### config.mk
export PLATFORM = sky130hd
export DESIGN_NAME = color_light_dark_classifier
export DESIGN_NICKNAME = d
export VERILOG_FILES = /design/src/cldc_pkg.sv /design/src/cldc_front.sv /design/src/cldc_queue.sv /design/src/cldc_div.sv /design/src/cldc_back.sv /design/src/color_light_dark_classifier.sv
export SDC_FILE = /design/constraint.sdc
export NUM_CORES = 1
export LEC_CHECK = 0
export ABC_CLOCK_PERIOD_IN_PS = 15100
export BUFFER_PORTS_ARGS = -buffer_cell sky130_fd_sc_hd__buf_2
export CAP_MARGIN = 20
export CORE_UTILIZATION = 45
export CTS_CLUSTER_SIZE = 25
export DETAILED_ROUTE_END_ITERATION = 6
export MAX_ROUTING_LAYER = met4
export PLACE_DENSITY_LB_ADDON = 0.2
export SETUP_SLACK_MARGIN = 0.1
export SYNTH_ARGS = -nofsm -noshare
export SYNTH_HDL_FRONTEND = slang
export SYNTH_HIERARCHICAL = 1
export SYNTH_SLANG_ARGS = --single-unit
### constraint.sdc
create_clock -name clk -period 15.1 [get_ports clk]
set_input_delay 2.265 -clock clk [delete_from_list [all_inputs] [get_ports clk]]
set_output_delay 2.265 -clock clk [all_outputs]
set_load 0.05 [all_outputs]
### src/cldc_pkg.sv
// Shared types and constants for the light/dark colour classifier.
// Used by every module of the block; depends on nothing else.
package cldc_pkg;

  localparam int COUNT_BITS_DEFAULT = 16;

  // Configuration register indexes and reset values
  localparam logic [1:0] CFG_ALPHA_FLOOR = 2'd0;
  localparam logic [1:0] CFG_HUE_SPREAD  = 2'd1;
  localparam logic [1:0] CFG_SAT_SPREAD  = 2'd2;

  localparam logic [7:0]  ALPHA_FLOOR_RST = 8'd75;
  localparam logic [15:0] HUE_SPREAD_RST  = 16'd2560;
  localparam logic [15:0] SAT_SPREAD_RST  = 16'd6553;

  // Palette codes
  localparam logic [1:0] PAL_UNKNOWN = 2'd0;
  localparam logic [1:0] PAL_LIGHT   = 2'd1;
  localparam logic [1:0] PAL_DARK    = 2'd2;

  // Hue in Q9.7 degrees
  localparam int HUE_SIXTH = 7680;
  localparam int HUE_FULL  = 46080;

  localparam int SUM_W = 24;

  // Shared divider: 24-bit dividend, 8-bit divisor, several quotient bits per cycle
  localparam int DIV_W       = 24;
  localparam int DIVISOR_W   = 8;
  localparam int DIV_STEPS   = 3;
  localparam int DIV_CYCLES  = DIV_W / DIV_STEPS;
  localparam int DIV_CNT_W   = $clog2(DIV_CYCLES);

  localparam int QUEUE_DEPTH = 2;
  localparam int QPTR_W      = $clog2(QUEUE_DEPTH);
  localparam int QCNT_W      = $clog2(QUEUE_DEPTH + 1);

  typedef struct packed {
    logic [31:0] color;
    logic        last;
  } in_t;

  typedef struct packed {
    logic [1:0]  palette;
    logic [15:0] sampled_count;
  } out_t;

  // One prepared colour waiting for the back end
  typedef struct packed {
    logic                 sampled;
    logic                 last;
    logic [7:0]           mx;
    logic [7:0]           d;
    logic [DIV_W-1:0]     hue_num;
  } work_t;

  typedef struct packed {
    logic                 start;
    logic [DIV_W-1:0]     dividend;
    logic [DIVISOR_W-1:0] divisor;
  } div_req_t;

  typedef struct packed {
    logic                 busy;
    logic                 done;
    logic [DIV_W-1:0]     quotient;
  } div_rsp_t;

endpackage

### src/cldc_front.sv
// Front end: accepts colours, applies the alpha floor and prepares the
// divider operands (max, spread, hue numerator). Depends on cldc_pkg.
module cldc_front import cldc_pkg::*; (
  input  logic       clk,
  input  logic       rst,
  input  logic [7:0] alpha_floor,
  input  logic       in_valid,
  output logic       in_stall,
  input  in_t        in_data,
  input  logic       q_full,
  output logic       q_push,
  output work_t      q_entry
);

  logic  held;
  work_t entry;
  work_t entry_next;

  logic [7:0]         r, g, b, mx, mn, d;
  logic signed [8:0]  diff;
  logic [2:0]         base_mul;
  logic signed [25:0] num;

  assign in_stall = held && q_full;
  assign q_push   = held && !q_full;
  assign q_entry  = entry;

  always_comb begin
    r = in_data.color[23:16];
    g = in_data.color[15:8];
    b = in_data.color[7:0];
    mx = r;
    if (g > mx) mx = g;
    if (b > mx) mx = b;
    mn = r;
    if (g < mn) mn = g;
    if (b < mn) mn = b;
    d = mx - mn;
    // red first, then green, then blue
    if (r == mx) begin
      diff     = $signed({1'b0, g}) - $signed({1'b0, b});
      base_mul = 3'd0;
    end else if (g == mx) begin
      diff     = $signed({1'b0, b}) - $signed({1'b0, r});
      base_mul = 3'd2;
    end else begin
      diff     = $signed({1'b0, r}) - $signed({1'b0, g});
      base_mul = 3'd4;
    end
    num = $signed({15'd0, d, 3'd0}) * $signed({23'd0, base_mul}) * 26'sd960
        + $signed({{17{diff[8]}}, diff}) * 26'sd7680;
    // wrap negative hue into range
    if (num < 0) num = num + $signed({18'd0, d}) * 26'(HUE_FULL);
    entry_next.sampled = in_data.color[31:24] >= alpha_floor;
    entry_next.last    = in_data.last;
    entry_next.mx      = mx;
    entry_next.d       = d;
    entry_next.hue_num = num[DIV_W-1:0];
  end

  always_ff @(posedge clk) begin
    if (rst) begin
      held <= 1'b0;
    end else if (in_valid && !in_stall) begin
      held <= 1'b1;
    end else if (q_push) begin
      held <= 1'b0;
    end
  end

  always_ff @(posedge clk) begin
    if (in_valid && !in_stall) begin
      entry <= entry_next;
    end
  end

endmodule

### src/cldc_queue.sv
// Short queue between the front and back ends.
// Depends on cldc_pkg for the entry type and depth.
module cldc_queue import cldc_pkg::*; (
  input  logic  clk,
  input  logic  rst,
  input  logic  push,
  input  work_t push_entry,
  output logic  full,
  input  logic  pop,
  output logic  head_valid,
  output work_t head
);

  work_t             slots [QUEUE_DEPTH];
  logic [QPTR_W-1:0] wr_ptr;
  logic [QPTR_W-1:0] rd_ptr;
  logic [QCNT_W-1:0] fill;

  assign full       = fill == QCNT_W'(QUEUE_DEPTH);
  assign head_valid = fill != '0;
  assign head       = slots[rd_ptr];

  always_ff @(posedge clk) begin
    if (rst) begin
      wr_ptr <= '0;
      rd_ptr <= '0;
      fill   <= '0;
    end else begin
      if (push) begin
        wr_ptr <= (wr_ptr == QPTR_W'(QUEUE_DEPTH - 1)) ? '0 : wr_ptr + 1'b1;
      end
      if (pop) begin
        rd_ptr <= (rd_ptr == QPTR_W'(QUEUE_DEPTH - 1)) ? '0 : rd_ptr + 1'b1;
      end
      if (push && !pop) begin
        fill <= fill + 1'b1;
      end else if (pop && !push) begin
        fill <= fill - 1'b1;
      end
    end
  end

  always_ff @(posedge clk) begin
    if (push) begin
      slots[wr_ptr] <= push_entry;
    end
  end

endmodule

### src/cldc_div.sv
// Shared restoring divider, several quotient bits per cycle.
// Serves both the saturation and hue divisions. Depends on cldc_pkg.
module cldc_div import cldc_pkg::*; (
  input  logic     clk,
  input  logic     rst,
  input  div_req_t req,
  output div_rsp_t rsp
);

  logic                 busy;
  logic                 done;
  logic [DIV_CNT_W-1:0] step_cnt;
  logic [DIVISOR_W-1:0] rem;
  logic [DIVISOR_W-1:0] divisor;
  logic [DIV_W-1:0]     dq;
  logic [DIVISOR_W-1:0] rem_next;
  logic [DIV_W-1:0]     dq_next;

  assign rsp.busy     = busy;
  assign rsp.done     = done;
  assign rsp.quotient = dq;

  always_comb begin
    logic [DIVISOR_W:0] trial;
    logic               ge;
    rem_next = rem;
    dq_next  = dq;
    for (int i = 0; i < DIV_STEPS; i++) begin
      trial    = {rem_next, dq_next[DIV_W-1]};
      ge       = trial >= {1'b0, divisor};
      dq_next  = {dq_next[DIV_W-2:0], ge};
      rem_next = ge ? DIVISOR_W'(trial - {1'b0, divisor}) : trial[DIVISOR_W-1:0];
    end
  end

  always_ff @(posedge clk) begin
    if (rst) begin
      busy     <= 1'b0;
      done     <= 1'b0;
      step_cnt <= '0;
    end else begin
      done <= busy && !req.start && (step_cnt == DIV_CNT_W'(DIV_CYCLES - 1));
      if (req.start) begin
        busy     <= 1'b1;
        step_cnt <= '0;
      end else if (busy) begin
        step_cnt <= step_cnt + 1'b1;
        if (step_cnt == DIV_CNT_W'(DIV_CYCLES - 1)) begin
          busy <= 1'b0;
        end
      end
    end
  end

  always_ff @(posedge clk) begin
    if (req.start) begin
      rem     <= '0;
      dq      <= req.dividend;
      divisor <= req.divisor;
    end else if (busy) begin
      rem <= rem_next;
      dq  <= dq_next;
    end
  end

endmodule

### src/cldc_back.sv
// Back end: runs the two divisions, keeps hue/saturation ranges and the
// brightness sum, and issues the class on the last colour. Depends on cldc_pkg.
module cldc_back import cldc_pkg::*; #(
  parameter int COUNT_BITS = COUNT_BITS_DEFAULT
) (
  input  logic        clk,
  input  logic        rst,
  input  logic [15:0] hue_spread_limit,
  input  logic [15:0] sat_spread_limit,
  input  logic        head_valid,
  input  work_t       head,
  output logic        pop,
  output div_req_t    div_req,
  input  div_rsp_t    div_rsp,
  output logic        out_valid,
  input  logic        out_stall,
  output out_t        out_data
);

  localparam int CMP_W = (COUNT_BITS + 8 > SUM_W + 1) ? COUNT_BITS + 8 : SUM_W + 1;

  typedef enum logic [2:0] {
    ST_IDLE,
    ST_SAT,
    ST_HUE,
    ST_ACC,
    ST_FIN
  } state_t;

  state_t state;
  work_t  cur;
  logic [15:0] sat;
  logic [15:0] hue;

  logic [COUNT_BITS-1:0] sample_count;
  logic [15:0]           hue_low, hue_high, sat_low, sat_high;
  logic [SUM_W-1:0]      value_sum;

  logic [15:0]      sat_next;
  logic [15:0]      hue_next;
  logic [SUM_W:0]   sum_wide;
  logic [CMP_W-1:0] sum2;
  logic [CMP_W-1:0] count255;
  logic [31:0]      count32;
  logic [1:0]       palette_next;
  logic             out_free;

  assign pop      = (state == ST_IDLE) && head_valid;
  assign out_free = !out_valid || !out_stall;

  always_comb begin
    div_req.start    = (pop && head.sampled) || (state == ST_SAT && div_rsp.done);
    div_req.dividend = (state == ST_SAT) ? cur.hue_num : {head.d, 16'd0};
    div_req.divisor  = (state == ST_SAT) ? cur.d : head.mx;
  end

  always_comb begin
    if (cur.mx == 8'd0) begin
      sat_next = '0;
    end else if (div_rsp.quotient > DIV_W'(16'hFFFF)) begin
      sat_next = 16'hFFFF;
    end else begin
      sat_next = div_rsp.quotient[15:0];
    end
    hue_next = (cur.d == 8'd0) ? 16'd0 : div_rsp.quotient[15:0];
    sum_wide = {1'b0, value_sum} + (SUM_W + 1)'(cur.mx);
  end

  always_comb begin
    sum2     = CMP_W'({value_sum, 1'b0});
    count255 = CMP_W'({sample_count, 8'd0}) - CMP_W'(sample_count);
    count32  = 32'(sample_count);
    if (sample_count == '0) begin
      palette_next = PAL_UNKNOWN;
    end else if (16'(hue_high - hue_low) > hue_spread_limit ||
                 16'(sat_high - sat_low) > sat_spread_limit) begin
      palette_next = PAL_UNKNOWN;
    end else if (sum2 >= count255) begin
      palette_next = PAL_LIGHT;
    end else begin
      palette_next = PAL_DARK;
    end
  end

  always_ff @(posedge clk) begin
    if (rst) begin
      state        <= ST_IDLE;
      out_valid    <= 1'b0;
      sample_count <= '0;
      hue_low      <= '0;
      hue_high     <= '0;
      sat_low      <= '0;
      sat_high     <= '0;
      value_sum    <= '0;
    end else begin
      // a new result in the finish state takes over the output register
      if (out_valid && !out_stall && !(state == ST_FIN && cur.last)) begin
        out_valid <= 1'b0;
      end
      unique case (state)
        ST_IDLE: begin
          if (head_valid) begin
            cur   <= head;
            state <= head.sampled ? ST_SAT : ST_FIN;
          end
        end
        ST_SAT: begin
          if (div_rsp.done) begin
            sat   <= sat_next;
            state <= ST_HUE;
          end
        end
        ST_HUE: begin
          if (div_rsp.done) begin
            hue   <= hue_next;
            state <= ST_ACC;
          end
        end
        ST_ACC: begin
          if (sample_count == '0) begin
            hue_low  <= hue;
            hue_high <= hue;
            sat_low  <= sat;
            sat_high <= sat;
          end else begin
            if (hue < hue_low)  hue_low  <= hue;
            if (hue > hue_high) hue_high <= hue;
            if (sat < sat_low)  sat_low  <= sat;
            if (sat > sat_high) sat_high <= sat;
          end
          // saturated count: ranges still move, sum and count hold
          if (sample_count != '1) begin
            value_sum    <= sum_wide[SUM_W] ? '1 : sum_wide[SUM_W-1:0];
            sample_count <= sample_count + 1'b1;
          end
          state <= ST_FIN;
        end
        ST_FIN: begin
          if (!cur.last) begin
            state <= ST_IDLE;
          end else if (out_free) begin
            out_valid              <= 1'b1;
            out_data.palette       <= palette_next;
            out_data.sampled_count <= (count32 > 32'hFFFF) ? 16'hFFFF : count32[15:0];
            sample_count           <= '0;
            hue_low                <= '0;
            hue_high               <= '0;
            sat_low                <= '0;
            sat_high               <= '0;
            value_sum              <= '0;
            state                  <= ST_IDLE;
          end
        end
        default: begin
          state <= ST_IDLE;
        end
      endcase
    end
  end

endmodule

### src/color_light_dark_classifier.sv
// Channel   Direction  Handshake              Payload
// cfg       in         cfg_valid / cfg_ready  cfg_index, cfg_data
// in        in         in_valid / in_stall    in_t  {color, last}
// out       out        out_valid / out_stall  out_t {palette, sampled_count}
//
// A colour that passes the alpha floor goes through the back end in order:
// dequeue, two passes of the shared divider (eight steps and a registered
// done each), accumulate and finish. A colour below the floor is dequeued
// and finished. The front end and a two-entry queue keep accepting while the
// back end works. rst is synchronous: it clears control state, the
// accumulators, and loads the register reset values; there is no clearing
// pass. A stalled result holds the back end on the last colour.
//
// Top level: configuration registers, front end, queue, divider and back end.
// Depends on cldc_pkg and the cldc_* modules.
module color_light_dark_classifier import cldc_pkg::*; #(
  parameter int COUNT_BITS = COUNT_BITS_DEFAULT
) (
  input  logic        clk,
  input  logic        rst,
  input  logic        cfg_valid,
  output logic        cfg_ready,
  input  logic [1:0]  cfg_index,
  input  logic [15:0] cfg_data,
  input  logic        in_valid,
  output logic        in_stall,
  input  in_t         in_data,
  output logic        out_valid,
  input  logic        out_stall,
  output out_t        out_data
);

  logic [7:0]  alpha_floor;
  logic [15:0] hue_spread_limit;
  logic [15:0] sat_spread_limit;

  logic     q_full;
  logic     q_push;
  work_t    q_entry;
  logic     q_pop;
  logic     q_valid;
  work_t    q_head;
  div_req_t div_req;
  div_rsp_t div_rsp;

  assign cfg_ready = 1'b1;

  always_ff @(posedge clk) begin
    if (rst) begin
      alpha_floor      <= ALPHA_FLOOR_RST;
      hue_spread_limit <= HUE_SPREAD_RST;
      sat_spread_limit <= SAT_SPREAD_RST;
    end else if (cfg_valid && cfg_ready) begin
      unique case (cfg_index)
        CFG_ALPHA_FLOOR: alpha_floor      <= cfg_data[7:0];
        CFG_HUE_SPREAD:  hue_spread_limit <= cfg_data;
        CFG_SAT_SPREAD:  sat_spread_limit <= cfg_data;
        default: begin
          // unmapped index: drop the write
        end
      endcase
    end
  end

  cldc_front u_front (
    .clk         (clk),
    .rst         (rst),
    .alpha_floor (alpha_floor),
    .in_valid    (in_valid),
    .in_stall    (in_stall),
    .in_data     (in_data),
    .q_full      (q_full),
    .q_push      (q_push),
    .q_entry     (q_entry)
  );

  cldc_queue u_queue (
    .clk        (clk),
    .rst        (rst),
    .push       (q_push),
    .push_entry (q_entry),
    .full       (q_full),
    .pop        (q_pop),
    .head_valid (q_valid),
    .head       (q_head)
  );

  cldc_div u_div (
    .clk (clk),
    .rst (rst),
    .req (div_req),
    .rsp (div_rsp)
  );

  cldc_back #(
    .COUNT_BITS (COUNT_BITS)
  ) u_back (
    .clk              (clk),
    .rst              (rst),
    .hue_spread_limit (hue_spread_limit),
    .sat_spread_limit (sat_spread_limit),
    .head_valid       (q_valid),
    .head             (q_head),
    .pop              (q_pop),
    .div_req          (div_req),
    .div_rsp          (div_rsp),
    .out_valid        (out_valid),
    .out_stall        (out_stall),
    .out_data         (out_data)
  );

`ifndef SYNTH
  a_no_push_when_full: assert property (@(posedge clk) disable iff (rst)
    q_push |-> !q_full)
    else $error("queue push while full");

  a_no_pop_when_empty: assert property (@(posedge clk) disable iff (rst)
    q_pop |-> q_valid)
    else $error("queue pop while empty");

  a_div_start_idle: assert property (@(posedge clk) disable iff (rst)
    div_req.start |-> !div_rsp.busy)
    else $error("divider restarted while busy");

  a_div_done_after_busy: assert property (@(posedge clk) disable iff (rst)
    div_rsp.done |-> $past(div_rsp.busy))
    else $error("divider done without a running division");
`endif

endmodule

Word level (Yosys, flattened, before mapping)
Memory sizes are Yosys's and may differ from the RTL's. A register that Yosys moved wholly into a read port is not among the register bits.
Index checks and enable logic that the tools add are counted.
{"block": "totals", "ff_bits": 331, "mem_count": 1, "word_cells": 211, "ramBits": 84}
{"memory": "u_queue.slots", "words": 2, "width": 42, "read_ports": 1, "rd_clocked_by_memory_dff": 1, "write_ports": 1, "line_no": "cldc_queue.sv:14", "rtl": "work_t slots [QUEUE_DEPTH];"}
{"block": "classes", "addsub": 19, "mul": 4, "n_mux": 63, "order_cmp": 18, "reduce_logical": 49, "bitwise_logic": 1, "eq_ne": 22}
{"cell": "16-bit 2-to-1 mux", "n": 12}
{"cell": "24-bit 2-to-1 mux", "n": 8}
{"cell": "16-bit one-hot mux with 2 select lines", "n": 5}
{"cell": "16-bit greater-than comparator", "n": 4}
{"cell": "8-bit 2-to-1 mux", "n": 8}
{"cell": "24-bit one-hot mux with 2 select lines", "n": 1}
{"cell": "16-bit less-than comparator", "n": 2}
{"cell": "16-bit subtractor", "n": 2}
{"cell": "8-bit subtractor", "n": 4}
{"cell": "4-bit AND reduction", "n": 7}
{"cell": "9-bit by 8-bit >= comparator with 1-bit output", "n": 3}
{"cell": "8-bit by 8-bit subtractor with 9-bit output", "n": 3}
{"cell": "26-bit by 23-bit adder with 26-bit output", "n": 1}
{"cell": "26-bit by 1-bit less-than comparator with 1-bit output (second input constant)", "n": 1}
{"cell": "24-bit by 8-bit adder with 25-bit output", "n": 1}
{"cell": "25-bit >= comparator", "n": 1}
{"cell": "24-bit by 16-bit subtractor with 25-bit output", "n": 1}
{"cell": "24-bit adder", "n": 1}
{"cell": "24-bit by 16-bit greater-than comparator with 1-bit output (second input constant)", "n": 1}
{"cell": "3-bit 2-to-1 mux", "n": 8}
{"cell": "23-bit by 5-bit multiplier with 17-bit output (second input constant)", "n": 1}
{"cell": "9-bit 2-to-1 mux", "n": 2}
{"cell": "16-bit by 1-bit adder with 16-bit output (second input constant)", "n": 1}
{"cell": "8-bit equality test", "n": 2}
{"cell": "36 further kinds", "n": 96}

Logic depth before layout (Yosys ltp)
Gate-level depths: netlist of run 1.
{"block": "logic_depth", "word_depth": 12, "depth_mapped": 54, "ltp_nobuf": 52}

By module
The synthesis of run 1 kept the hierarchy.
{"mod": "cldc_back", "cells_each": 1662, "area_per_inst_um2": 14385.0, "n_inst": 1}
{"mod": "cldc_front", "cells_each": 997, "area_per_inst_um2": 8607.0, "n_inst": 1}
{"mod": "cldc_queue", "cells_each": 153, "area_per_inst_um2": 3240.6, "n_inst": 1}
{"mod": "cldc_div", "cells_each": 294, "area_per_inst_um2": 3134.3, "n_inst": 1}
{"mod": "color_light_dark_classifier", "cells_each": 164, "area_per_inst_um2": 1677.9, "n_inst": 1}

Least setup slack after synthesis of run 1
OpenSTA, ideal clock, no wires.
{"block": "synth_path", "path_type": "input-to-reg", "from": "in in_data[15] (netlist bit)", "to": "reg u_front.entry (netlist bit u_front/q_entry[23]) (data pin)", "required_time_ns": 14.838, "t_arrival_ns": 12.835, "setup_time_ns": 0.262, "path_slack_ns": 2.003, "stages": 50, "path_cell_list": "inv_1 -> ha_1 -> a21o_1 -> a221o_1 -> nor2_1 -> buf_2 -> nor2_1 -> a21oi_1 -> ha_1 -> a21o_1 -> a21o_1 -> a221oi_1 -> and3_1 -> buf_2 -> o31a_1 -> o21ai_0 -> and3_1 -> nor4_4 -> [14 not listed] -> a21o_1 -> a21o_1 -> a21oi_1 -> nor2_1 -> nor2_1 -> xnor2_1 -> ha_1 -> or3_1 -> o21ai_0 -> xnor2_1 -> ha_1 -> nand2_1 -> o41a_1 -> xnor2_1 -> and4_1 -> a221o_1 -> nor3_1 -> xnor2_1"}
{"item": "start, declared", "line_no": "color_light_dark_classifier.sv:27", "rtl": "input in_t in_data,"}
{"item": "end signal, assigned", "line_no": "cldc_front.sv:73", "rtl": "entry <= entry_next;"}
{"item": "end, declared", "line_no": "cldc_front.sv:16", "rtl": "work_t entry;"}

==> results of run 1 <==
routing by layer:
metal,vias to the layer above,global-route usage [%]
li1,11800,-
met1,11500,28.7
met2,573,39.6
met3,120,2.36
met4,0,6.58
met5,-,-
placed cells by master (no fill, tap or decap), drive strengths merged, types with 73 or more instances in the layout:
| cell | n |
|---|---|
| nor3 | 121 |
| mux2i | 92 |
| inv | 333 |
| ha | 354 |
| dfxtp | 167 |
| o21ai | 119 |
| nor2 | 252 |
| a21oi | 183 |
| xnor2 | 135 |
| edfxtp | 240 |
| nand2 | 211 |
| nand2b | 73 |
| mux2 | 112 |
| a21o | 77 |
| buf | 96 |
state kept, by name, summed over array words and instances, names as in the netlist, 18 cells and up, named ones only:
signal	count
u_back/cur	41
u_back/value_sum	24
u_back/out_data	18
u_queue/slots	84
u_front/q_entry	33
u_div/dq	24
per-stage QoR:
step / setup slack [ps] / hold slack [ps]
floorplan: 2000 / 403
global placement: 715 / 422
detailed placement: 446 / 433
CTS: 1040 / 446
global route: 105 / 459
finish: 974 / 445
worst register-to-register path: stages, from the launching register on:
cell and delay, ps:
edfxtp_1 440, inv_1 240, ha_1 300, nor2b_4 130, o31a_1 300, o31a_2 410, or2_0 480, mux2_2 400
ha_1 360, o21a_1 200, o31a_1 140, o31ai_1 400, a21oi_1 210, a211oi_4 610, mux2i_1 450, ha_1 330
nor2b_1 140, o21ai_0 210, a21boi_0 170, o21a_1 220, o41ai_1 500, a21oi_1 300, nor3_1 410, a21oi_1 80
final timing paths:
| check | end | cells after the start |
|---|---|---|
| worst max-delay path | u_front/q_entry[23]$_DFFE_PP_ | 48 |
| worst min register to register | u_queue/slots[0][27]$_DFFE_PP_ | 0 |
| worst min-delay path | u_queue/slots[0][27]$_DFFE_PP_ | 0 |
| worst max register to register | u_div/dq[0]$_DFFE_PP_ | 23 |
final cells by class:
type | instances | share of cell area (%)
clock buffer | 52 | 3.60
clock inverter | 34 | 1.06
inverter | 333 | 3.70
multi-input combinational | 2426 | 55.5
sequential | 407 | 31.3
tap | 873 | 3.24
timing repair buffer | 96 | 1.67
==> results.sh, run 1 <==
export IMPL_outcome="finished clean"
export IMPL_yosys_warnings=6
export IMPL_worstPathRequired_ps=15430
export IMPL_placed_cell_area_sq_um=32100
export IMPL_dr_wl_met2_microns=38500
export IMPL_num_vias=23900
export IMPL_num_rows=95
export IMPL_syn_area_sq_um=31000
export IMPL_multiInputGateArea_sq_um=18700
export IMPL_cp_slowest_cell="fa_1"
export IMPL_core_area_sq_um=67800
export IMPL_skew_ps=16.4
export IMPL_drt_wl_total_microns=78600
export IMPL_final_setup_tns_ps=0
export IMPL_rsz0062_at_grt="false"
export IMPL_grt_total_usage_pct=23.1
export IMPL_drive_gt1_share_pct=10.7
export IMPL_wl_met1_microns=34900
export IMPL_period_share_pct=93.6
export IMPL_startpoint="in_data[15]"
export IMPL_area_delta_synth_final_pct=8.74
export IMPL_end_kind="flop"
export IMPL_r2r_start="u_div/divisor[1]$_DFFE_PP_"
export IMPL_hpwlAfterDp_microns=59700
export IMPL_clk_latency_ps=590
export IMPL_cts_sinks=407
export IMPL_seq_area_sq_um=10600
export IMPL_critPathLaunchType="input port"
export IMPL_syn_inst=3269
export IMPL_ant_nets=0
export IMPL_wl_met3_microns=3330
export IMPL_cts_buffers=46
export IMPL_critPathKind="input port to flop"
export IMPL_maxCapViolations=0
export IMPL_gp_congestion=0.944
export IMPL_reg2reg_slack_ps=7380
export IMPL_grt_pass1_wl_microns=127000
export IMPL_die_area_sq_um=70000
export IMPL_fmax_mhz=70.8
export IMPL_grt_overflow=0
export IMPL_fin_util_pct=49.8
export IMPL_nets=3766
export IMPL_wl_per_cell_microns=18.6
export IMPL_route_detailed_drc=0
export IMPL_tightest_slew_ps=1020
export IMPL_hold_viol_final=0
export IMPL_crit_family="compound AO/OA/AOI/OAI gates"
export IMPL_htreeDepth=2
export IMPL_cts_tree="yes"
export IMPL_antenna_found_initial=0
export IMPL_cts_root_buf="clkbuf_16"
export IMPL_fillers=6302
export IMPL_period_needed_ps=14130
export IMPL_final_cells=4221
export IMPL_cpPeakStageDelay_ps=570
export IMPL_hp_class="flop to flop"
export IMPL_setup_violations=0
export IMPL_start_util_pct=45.8
export IMPL_dp_cells=4132
export IMPL_postCtsResizedCells=0
export IMPL_via_per_inst=5.67
export IMPL_grt_pass1_vias=24000
export IMPL_min_from="u_front/q_entry[27]$_DFFE_PP_"
export IMPL_slew_violations=0
export IMPL_arrival_ps=14460
export IMPL_drt_pass1_iterations=6
export IMPL_cts_setup_buffers=0
export IMPL_io_pins=77
export IMPL_dr_max_layer_used="met4"
export IMPL_final_cell_area_sq_um=33700
export IMPL_diodes=0
export IMPL_cp_max_fo=16
export IMPL_cts_hold_buffers=0
export IMPL_drt_iter0_drc=1641
export IMPL_slew_headroom_pct=32.0
export IMPL_crit_buf_inv=4
export IMPL_portBuffers=75
export IMPL_clock_path_buffers=3
export IMPL_grt_max_degree=82
export IMPL_path_clk_slew_ps=60
export IMPL_dieHeight_microns=265
export IMPL_avgSynthCellArea_sq_um=9.49
export IMPL_die_x_microns=265
export IMPL_worst_path_most_repeated_cell="ha_1"
Power of run 1 is left out: the tool's default activity adds up to more than one toggle a clock period on the data nets, which glitch-free logic cannot reach.
==> run 2: changes to the inputs <==
--- a/config.mk
+++ b/config.mk
@@ -16,5 +16,4 @@
 export SETUP_SLACK_MARGIN = 0.1
 export SYNTH_ARGS = -nofsm -noshare
 export SYNTH_HDL_FRONTEND = slang
-export SYNTH_HIERARCHICAL = 1
 export SYNTH_SLANG_ARGS = --single-unit
==> results.sh, run 2 <==
export IMPL_most_common_layout_cells="ha_1, inv_1, nor2_1"
export IMPL_regMostFlops="u_queue.slots"
export IMPL_synth_cell_types=87
export IMPL_critPathKind="input port to flop"
export IMPL_grt_pass1_vias=20200
export IMPL_outcome="finished clean"
export IMPL_core_area_sq_um=60200
export IMPL_rsz0062_at_grt="false"
export IMPL_num_vias=20000
export IMPL_period_needed_ps=13960
export IMPL_portBuffers=75
export IMPL_wl_per_cell_microns=16.7
export IMPL_die_x_microns=249
export IMPL_htreeDepth=2
export IMPL_cts_setup_buffers=0
export IMPL_hold_viol_final=0
export IMPL_drt_pass1_iterations=5
export IMPL_synthArstFlopShare_pct=0
export IMPL_syn_inst=2863
export IMPL_synthFlopType="edfxtp_1"
export IMPL_setup_violations=0
export IMPL_critPathLaunchType="input port"
export IMPL_hpwlAfterDp_microns=49300
export IMPL_area_delta_synth_final_pct=9.60
export IMPL_synth_seq_cells=380
export IMPL_syn_nets=3329
export IMPL_ys_seq_area_share_pct=35.5
export IMPL_cts_buffers=42
export IMPL_yosys_area_top_type="edfxtp_1"
export IMPL_grt_pass1_wl_microns=103000
export IMPL_final_cell_area_sq_um=30100
export IMPL_slew_violations=0
export IMPL_dieHeight_microns=249
export IMPL_grt_max_degree=85
export IMPL_postCtsResizedCells=0
export IMPL_placed_cell_area_sq_um=28700
export IMPL_hp_class="flop to flop"
export IMPL_antenna_found_initial=1
export IMPL_syn_area_sq_um=27400
export IMPL_worstPathRequired_ps=15390
export IMPL_final_common_cell="ha_1"
export IMPL_synth_edf_count=213
export IMPL_arrival_ps=14250
export IMPL_clock_path_buffers=3
export IMPL_gp_congestion=0.884
export IMPL_start_util_pct=45.5
export IMPL_slew_headroom_pct=29.3
export IMPL_final_cells=3742
export IMPL_nets=3394
export IMPL_cpPeakStageDelay_ps=610
export IMPL_via_per_inst=5.35
export IMPL_avgSynthCellArea_sq_um=9.58
export IMPL_grt_total_usage_pct=21.0
export IMPL_synth_commonest_cells="ha_1, inv_1, nor2_1"
export IMPL_end_kind="flop"
export IMPL_period_share_pct=92.4
export IMPL_cts_hold_buffers=0
export IMPL_drt_iter0_drc=1012
export IMPL_synth_most_common_cell="ha_1"
export IMPL_die_area_sq_um=61900
export IMPL_route_detailed_drc=0
export IMPL_worst_path_most_repeated_cell="ha_1"
export IMPL_maxCapViolations=0
export IMPL_dp_cells=3664
export IMPL_final_setup_tns_ps=0
export IMPL_ant_nets=0
export IMPL_diodes=0
export IMPL_cp_slowest_cell="o31a_1"
export IMPL_clk_latency_ps=570
export IMPL_grt_overflow=0
export IMPL_cts_root_buf="clkbuf_16"
export IMPL_io_pins=77
export IMPL_yosys_warnings=0
export IMPL_fmax_mhz=71.7
export IMPL_cp_max_fo=10
export IMPL_fin_util_pct=49.9
export IMPL_synthTopCellsByArea="edfxtp_1, ha_1, dfxtp_1"
export IMPL_num_rows=90
export IMPL_yosysTopAreaCellShare_pct=23.3
export IMPL_largest_reg_flops=66
export IMPL_drt_wl_total_microns=62600
export IMPL_tightest_slew_ps=1060
export IMPL_path_clk_slew_ps=60
export IMPL_drive_gt1_share_pct=8.89
export IMPL_cts_sinks=380
export IMPL_cts_tree="yes"
export IMPL_skew_ps=21.6
run 2: metrics by stage:
step / setup WS (ps) / hold slack (ps)
CTS: 1170 / 437
global route: 287 / 446
global placement: 807 / 424
floorplan: 2180 / 421
detailed placement: 565 / 429
finish: 1140 / 438
run 2: logic make-up after synthesis:
logic type | Yosys count | share of synthesized area, %
flops | 380 | 35.5
simple gates | 747 | 13.2
buf+inv | 392 | 5.43
compound gates | 596 | 13.8
other cells | 1 | 0.0137
xor+xnor | 183 | 5.93
fa+ha+maj | 410 | 20.0
mux | 154 | 6.10
run 2: path summary, 6_finish.rpt:
| path | cells past startpoint | slack [ps] | end | start |
|---|---|---|---|---|
| worst min register to register | 0 | 440 | u_queue.slots[1][12]$_DFFE_PP_ | u_front.q_entry[12]$_DFFE_PP_ |
| worst max register to register | 37 | 6280 | u_div.rem[5]$_SDFFE_PN0P_ | u_div.divisor[1]$_DFFE_PN_ |
| worst min-delay path | 0 | 440 | u_queue.slots[1][12]$_DFFE_PP_ | u_front.q_entry[12]$_DFFE_PP_ |
| worst max-delay path | 50 | 1140 | u_front.q_entry[23]$_DFFE_PP_ | in_data[16] |
run 2: area by class of cell:
class | instances | area [sq um]
clock buffer | 52 | 1110
clock inverter | 24 | 256
fill | 5552 | 30200
inverter | 317 | 1190
multi-input combinational | 2091 | 16200
sequential | 380 | 9740
tap | 782 | 978
timing repair buffer | 96 | 547
run 2: layer usage:
metal  vias up  global-route usage (%)  share of wire (%)
met5         -                       -                  0
met1      9481                    25.4                 45
met2       322                    36.9                 50
li1      10100                       -                  -
met3        86                    2.49                3.2
met4         0                    5.55                2.1
run 2: critical path, delay by kind of cell:
family                   cells  cell delay [ps]
adder cells (fa/ha/maj)     11             3950
buffers and inverters        7              630
AND/OR/NAND/NOR             11             1700
AO/OA/AOI/OAI               13             3620
multiplexers                 2              730
XOR/XNOR                     6             1360
Power of run 2 is left out for the same reason.
